[config.mk]
export PLATFORM = sky130hd
export DESIGN_NAME = pia_cell
export DESIGN_NICKNAME = d
export VERILOG_FILES = /design/src/hdl/pia_pkg.sv /design/src/hdl/pia_cell.sv
export SDC_FILE = /design/constraint.sdc
export NUM_CORES = 1
export LEC_CHECK = 0
export ABC_AREA = 1
export BUFFER_PORTS_ARGS = -buffer_cell sky130_fd_sc_hd__buf_2
export CORE_MARGIN = 2
export CORE_UTILIZATION = 41
export CTS_BUF_LIST = sky130_fd_sc_hd__clkbuf_8
export DETAILED_ROUTE_END_ITERATION = 8
export PLACE_DENSITY = 0.89
export SYNTH_ARGS = -nofsm -noshare
export SYNTH_HDL_FRONTEND = slang
export SYNTH_SLANG_ARGS = --single-unit
[constraint.sdc]
create_clock -name i_clk -period 4.65 [get_ports i_clk]
set_input_delay 0.93 -clock i_clk [delete_from_list [all_inputs] [get_ports i_clk]]
set_output_delay 0.93 -clock i_clk [all_outputs]
set_load 0.01 [all_outputs]
[src/hdl/pia_pkg.sv]
`timescale 1ns / 1ps
`default_nettype none

package pia_pkg;

    // field widths
    localparam int DATA_W  = 32;
    localparam int POS_W   = 7;
    localparam int REQ_W   = 2;
    localparam int COUNT_W = 8;

    // default number of element cells
    localparam int CAPACITY_DEF = 128;

    // request codes
    typedef enum logic [REQ_W-1:0] {
        REQ_INSERT = 2'd0,
        REQ_DELETE = 2'd1,
        REQ_READ   = 2'd2
    } t_req;

    // shift command broadcast to every cell
    typedef struct packed {
        logic             ins;
        logic             del;
        logic [POS_W-1:0] pos;
    } t_cell_cmd;

endpackage

`default_nettype wire

[src/hdl/pia_cell.sv]
`timescale 1ns / 1ps
`default_nettype none

module pia_cell #(
    parameter int CAPACITY = pia_pkg::CAPACITY_DEF,
    parameter int INDEX    = 0
) (
    input  wire                             i_clk,
    input  wire  pia_pkg::t_cell_cmd        i_cmd,
    input  wire  [pia_pkg::DATA_W-1:0]      i_value,
    input  wire  [pia_pkg::DATA_W-1:0]      i_left,
    input  wire  [pia_pkg::DATA_W-1:0]      i_right,
    output logic [pia_pkg::DATA_W-1:0]      o_data
);

    // compare width covers both the cell index and the request position
    localparam int IW = $clog2(CAPACITY) + pia_pkg::POS_W + 1;

    logic [IW-1:0]              my_idx;
    logic [IW-1:0]              pos_ext;
    logic [pia_pkg::DATA_W-1:0] r_data;
    logic [pia_pkg::DATA_W-1:0] n_data;

    assign my_idx  = IW'(INDEX);
    assign pos_ext = IW'(i_cmd.pos);

    // take the neighbor's word, the new word, or hold
    always_comb begin
        n_data = r_data;
        if (i_cmd.ins) begin
            if (my_idx > pos_ext) begin
                n_data = i_left;
            end else if (my_idx == pos_ext) begin
                n_data = i_value;
            end
        end else if (i_cmd.del) begin
            if (my_idx >= pos_ext) begin
                n_data = i_right;
            end
        end
    end

    // element storage
    always_ff @(posedge i_clk) begin
        r_data <= n_data;
    end

    assign o_data = r_data;

endmodule

`default_nettype wire
==> results of run 1 <==
-- worst max-delay path by stage --
stage | startpoint | endpoint | slack (ps) | cells past startpoint
finish | i_cmd[8] | o_data[1] | 2270 | 6
global route | i_cmd[8] | o_data[9] | 2070 | 6
CTS | i_cmd[8] | o_data[13] | 2270 | 6
detailed placement | i_cmd[8] | o_data[16] | 1980 | 6
global placement | i_cmd[8] | o_data[13] | 2020 | 6
floorplan | i_cmd[8] | o_data[0] | 1670 | 5
-- cell usage after synthesis --
cell type | number | share of area
nand2_1 | 85 | 0.21
edfxtp_1 | 32 | 0.64
nand2_2 | 13 | 0.054
nor2_1 | 4 | 0.010
buf_6 | 3 | 0.023
clkbuf_8 | 3 | 0.028
inv_1 | 2 | 0.0050
buf_12 | 1 | 0.013
inv_8 | 1 | 0.0075
nand3_1 | 1 | 0.0033
-- per-layer routing --
metal	vias to the layer above	wire length, µm	global-route usage
met1	552	1140	0.143
met5	-	0	0
met2	71	1620	0.303
met3	7	275	0.0405
met4	0	65	0.0798
li1	670	-	-
-- area by class of cell --
type | instances | area, µm²
sequential | 32 | 961
timing repair buffer | 106 | 533
clock buffer | 5 | 68.8
multi-input combinational | 103 | 423
fill | 295 | 1340
inverter | 3 | 18.8
tap | 46 | 57.6
clock inverter | 3 | 11.3
-- power groups by stage --
stage	registers [mW]	logic [mW]	clock network [mW]
after global placement	0.328	0.0654	0
after global routing	0.322	0.0777	0.204
after detailed placement	0.328	0.0680	0
after floorplan	0.329	0.0373	0
final	0.322	0.0671	0.190
after CTS	0.322	0.0683	0.196
-- logic make-up (layout without fill, tap and decap cells) --
logic type | Yosys count | after routing | share of synthesized area
buffers and inverters | 10 | 117 | 0.0762
AND/OR/NAND/NOR | 103 | 103 | 0.281
flip-flops | 32 | 32 | 0.643
==> results.json, run 1 <==
{
  "min_path_cells": 3,
  "ys_seq_area_frac": 0.643,
  "rsz0062_at_grt": "no",
  "drive_above_1_share": 0.500,
  "cts_max_path_buffers": 2,
  "synth_nets": 251,
  "dpl_worst_slack_ps": 1980,
  "ctsHoldBuffers": 0,
  "ys_types": 10,
  "cts_tree": "built",
  "firstDrtPassIters": 4,
  "internal_power_mw": 0.455,
  "die_w_um": 64.4,
  "dieArea_mm2": 0.00415,
  "placed_cells_incl_taps": 290,
  "holdCritPathClass": "in2reg",
  "final_net_count": 357,
  "hold_ws_ps": 914,
  "grt_max_degree": 34,
  "required_ps": 4580,
  "path_delay_family": "buffers and inverters",
  "cap_violations": 0,
  "cts.sinks": 32,
  "critPathBufInv": 3,
  "root_buffer": "clkbuf_8",
  "antenna_violating_nets_post_route": 0,
  "grt_pass1_wl_mm": 4.85,
  "cp_data_arrival_time_ps": 2310,
  "antenna_cells": 0,
  "worst_slew_pin_slew_ps": 651,
  "p_leak_nw": 1.05,
  "p_sw_frac": 0.214,
  "timing.fmax_mhz": 420,
  "cts_buffers": 5,
  "worstHoldEndpoint": "o_data[25]",
  "endpoint_kind": "flop",
  "gp_congestion": 0.630,
  "setup_ws_ps": 2270,
  "largest_reg_flops": 32,
  "die_h_um": 64.4,
  "coreArea_mm2": 0.00342,
  "portBuffers": 105,
  "cts.clk_slew.worst_paths_ps": 60,
  "fin_crit_ps": 2380,
  "criticalPathCategory": "in2reg",
  "drtIter0Drc": 40,
  "tns_ps": 0,
  "status": "completed",
  "grt_usage": 0.154,
  "syn_inst": 145,
  "pin_count": 138,
  "ys_ff_latch": 32,
  "setup_viol": 0,
  "antenna_found_initial": 0,
  "area_growth_pct": 38.7,
  "place_hpwl_mm": 2.35,
  "pwr-share-comb": 0.116,
  "p_seq_frac": 0.556,
  "p_total_mw": 0.578,
  "final_util": 0.607,
  "viasPerCell": 4.36,
  "final_common_cell": "buf_2",
  "grt_pass1_vias": 1247,
  "hold_start": "i_right[25]",
  "mostFrequentLayoutCells": "buf_2, nand2_1, edfxtp_1",
  "dr_total_vias": 1300,
  "ctsResizeCount": 0,
  "vdd_drop_max_uv": 136,
  "maxSlewViolCount": 0,
  "cp-start-kind": "input pin",
  "cpPeakStageDelay_ps": 510,
  "initial_utilization": 0.438,
  "cp_slowest_cell": "buf_2",
  "postSynthAreaPerCell_um2": 10.3,
  "switchingPower_mw": 0.124,
  "period_share": 0.512,
  "netlist_area_mm2": 0.00150,
  "powerDensity_mw_per_mm2": 279,
  "overflow": 0,
  "htreeDepth": 2,
  "max_slew_margin": 0.566,
  "drt_wl_total_mm": 3.10,
  "cp_cell_sequence": "buf_2 -> inv_8 -> nand2_1 -> nand3_1 -> nor2_2 -> buf_4",
  "fin_cells": 298,
  "path_max_fanout": 33,
  "place_area_mm2": 0.00199,
  "synth-warning-count": 0,
  "clockPowerShare": 0.328,
  "final_area_mm2": 0.00207,
  "postCtsSetupBuffers": 0,
  "route.detailed.drc": 0,
  "wl_per_cell_um": 10.4,
  "final_hold_viol_count": 0,
  "fp-row-count": 21
}
(Power assumes the default switching activity.)
==> run 2: changes to the inputs <==
--- a/config.mk
+++ b/config.mk
@@ -5,13 +5,13 @@
 export SDC_FILE = /design/constraint.sdc
 export NUM_CORES = 1
 export LEC_CHECK = 0
-export ABC_AREA = 1
+export ABC_AREA = 0
 export BUFFER_PORTS_ARGS = -buffer_cell sky130_fd_sc_hd__buf_2
 export CORE_MARGIN = 2
-export CORE_UTILIZATION = 41
+export CORE_UTILIZATION = 38
 export CTS_BUF_LIST = sky130_fd_sc_hd__clkbuf_8
 export DETAILED_ROUTE_END_ITERATION = 8
-export PLACE_DENSITY = 0.89
+export PLACE_DENSITY = 0.83
 export SYNTH_ARGS = -nofsm -noshare
 export SYNTH_HDL_FRONTEND = slang
 export SYNTH_SLANG_ARGS = --single-unit
==> constraint.sdc (replaced) <==
create_clock -name i_clk -period 2.45 [get_ports i_clk]
set_input_delay 0.49 -clock i_clk [delete_from_list [all_inputs] [get_ports i_clk]]
set_output_delay 0.49 -clock i_clk [all_outputs]
set_load 0.01 [all_outputs]
==> run 2 against run 1 <==
Clock-buffer cell count unchanged. Sequential cell count is the same. Via count down 20%. Combinational power is 120% higher. Worst setup slack lost 1200 ps. Utilization decreased by 5.4 points. Clock power up 94%. Critical endpoint is now o_data[28].
==> results.json, run 2 <==
{
  "status": "completed",
  "worst_slew_pin_slew_ps": 401,
  "synth-compound-area-share": 0.00657,
  "ys_ff_latch": 32,
  "holdCritPathClass": "in2reg",
  "postSynth.asyncResetShare": 0,
  "path_max_fanout": 13,
  "yosys.area_share.simple": 0.00740,
  "antenna_cells": 0,
  "met1Wirelength_um": 994,
  "critPathBufInv": 2,
  "netlist_area_mm2": 0.00152,
  "firstDrtPassIters": 4,
  "area_growth_pct": 42.2,
  "dieArea_mm2": 0.00453,
  "grt_pass1_vias": 964,
  "cp_slowest_cell": "buf_2",
  "antenna_found_initial": 0,
  "syn_inst": 71,
  "startpoint": "i_cmd[8]",
  "ctsResizeCount": 0,
  "die_w_um": 67.3,
  "muxShareOfSynthArea": 0.308,
  "die_h_um": 67.3,
  "root_buffer": "clkbuf_8",
  "cts.clk_slew.worst_paths_ps": 60,
  "pin_count": 138,
  "cp-start-kind": "input pin",
  "synthTopCellsByCount": "edfxtp_1, mux2_4, buf_12, mux2_2",
  "hold_ws_ps": 513,
  "wl_met3_um": 306,
  "cap_violations": 0,
  "viasPerCell": 4.47,
  "synthTopCellsByArea": "edfxtp_1, mux2_4, buf_12",
  "gp_congestion": 0.650,
  "setup.worst_path.end": "o_data[28]",
  "highest_layer": "met4",
  "period_share": 0.570,
  "final_common_cell": "buf_2",
  "synth_fa_ha_area_frac": 0,
  "antenna_violating_nets_post_route": 0,
  "maxSlewViolCount": 0,
  "dr_total_vias": 1045,
  "setup_viol": 0,
  "yosysTopAreaCell": "edfxtp_1",
  "grt_usage": 0.131,
  "cts.sinks": 32,
  "p_leak_nw": 1.04,
  "cts_buffers": 5,
  "synth_top_family_by_area": "multiplexers",
  "netlist.area_leader.share": 0.631,
  "tns_ps": 0,
  "cp_data_arrival_time_ps": 1420,
  "synth_xor_area_frac": 0,
  "synth-main-ff-cell": "edfxtp_1",
  "synth_nets": 177,
  "coreArea_mm2": 0.00391,
  "wl_per_cell_um": 12.6,
  "postCtsSetupBuffers": 0,
  "largest_reg_flops": 32,
  "wl_met2_mm": 1.62,
  "vdd_drop_max_uv": 335,
  "ys_types": 8,
  "route.detailed.drc": 0,
  "endpoint_kind": "flop",
  "cts_max_path_buffers": 2,
  "fin_crit_ps": 1400,
  "initial_utilization": 0.389,
  "final_net_count": 289,
  "ys_seq_area_frac": 0.631,
  "path_delay_family": "buffers and inverters",
  "powerDensity_mw_per_mm2": 522,
  "htreeDepth": 2,
  "synth-edff-count": 32,
  "drtIter0Drc": 20,
  "drive_above_1_share": 0.804,
  "final_hold_viol_count": 0,
  "rsz0062_at_grt": "no",
  "max_slew_margin": 0.732,
  "fp-row-count": 23,
  "portBuffers": 105,
  "criticalPathCategory": "in2reg",
  "drt_wl_total_mm": 2.94,
  "cts_tree": "built",
  "cp_cell_sequence": "buf_2 -> buf_4 -> mux2_4",
  "postSynthAreaPerCell_um2": 21.4,
  "cp.depth": 3,
  "synth-warning-count": 0,
  "yosysMostFrequentCell": "edfxtp_1",
  "mostFrequentLayoutCells": "buf_2, edfxtp_1, mux2_4",
  "cpPeakStageDelay_ps": 340,
  "ctsHoldBuffers": 0,
  "required_ps": 2470,
  "grt_pass1_wl_mm": 4.17,
  "timing.fmax_mhz": 716,
  "overflow": 0,
  "grt_max_degree": 18
}
## run 2: cell types whose count changed in the layout (fill, tap and decap cells not counted), sizes merged, moves of 2 or more
cell    change
nor2        -4
inv         -5
nand2      -98
mux2       +32
buf         +3
clkinv      +2
## run 2: final cells by class
cell class	instances	area, µm²
Clock buffer	5	68.8
Tap cell	50	62.6
Timing Repair Buffer	109	568
Fill cell	349	1750
Clock inverter	3	13.8
Multi-Input combinational cell	35	490
Sequential cell	32	961
## run 2: power breakdown
group	switching (mW)	internal, mW
Combinational	0.0447	0.106
Clock	0.177	0.192
Sequential	0.000569	0.610
Total	0.222	0.908
## run 2: cells by family (layout without fill, tap and decap cells)
family	Yosys count	in the layout
buffers and inverters	4	117
AOI/OAI and AO/OA	1	1
muxes	32	32
DFF	32	32
and+or+nand+nor	2	2
## run 2: worst min path at each step
stage / depth (start not counted) / endpoint / start
2_1_floorplan: 1 / o_data[10] / i_value[10]
3_3_place_gp: 2 / o_data[3] / i_value[3]
3_5_place_dp: 2 / o_data[4] / i_value[4]
4_1_cts: 2 / o_data[4] / i_value[4]
5_1_grt: 2 / o_data[2] / i_right[2]
6_report: 2 / o_data[4] / i_value[4]
## run 2: per-stage QoR
| stage | utilization | instances | cell area, µm² | worst slack [ps] | power (mW) |
|---|---|---|---|---|---|
| 2_1_floorplan | - | 71 | 1520 | 549 | 0.715 |
| 3_5_place_dp | 0.532 | 226 | 2080 | 753 | 0.774 |
| 3_3_place_gp | 0.532 | 226 | 2080 | 766 | 0.769 |
| 5_1_grt | 0.553 | 234 | 2160 | 1040 | 1.19 |
| 4_1_cts | 0.553 | 234 | 2160 | 1050 | 1.15 |
| 6_report | 0.553 | 234 | 2160 | 1050 | 1.13 |
## run 2: metal layers
layer	global-route usage	up-vias
li1	-	504
met1	0.134	486
met2	0.224	53
met3	0.0650	2
met4	0.0612	0
met5	0	-
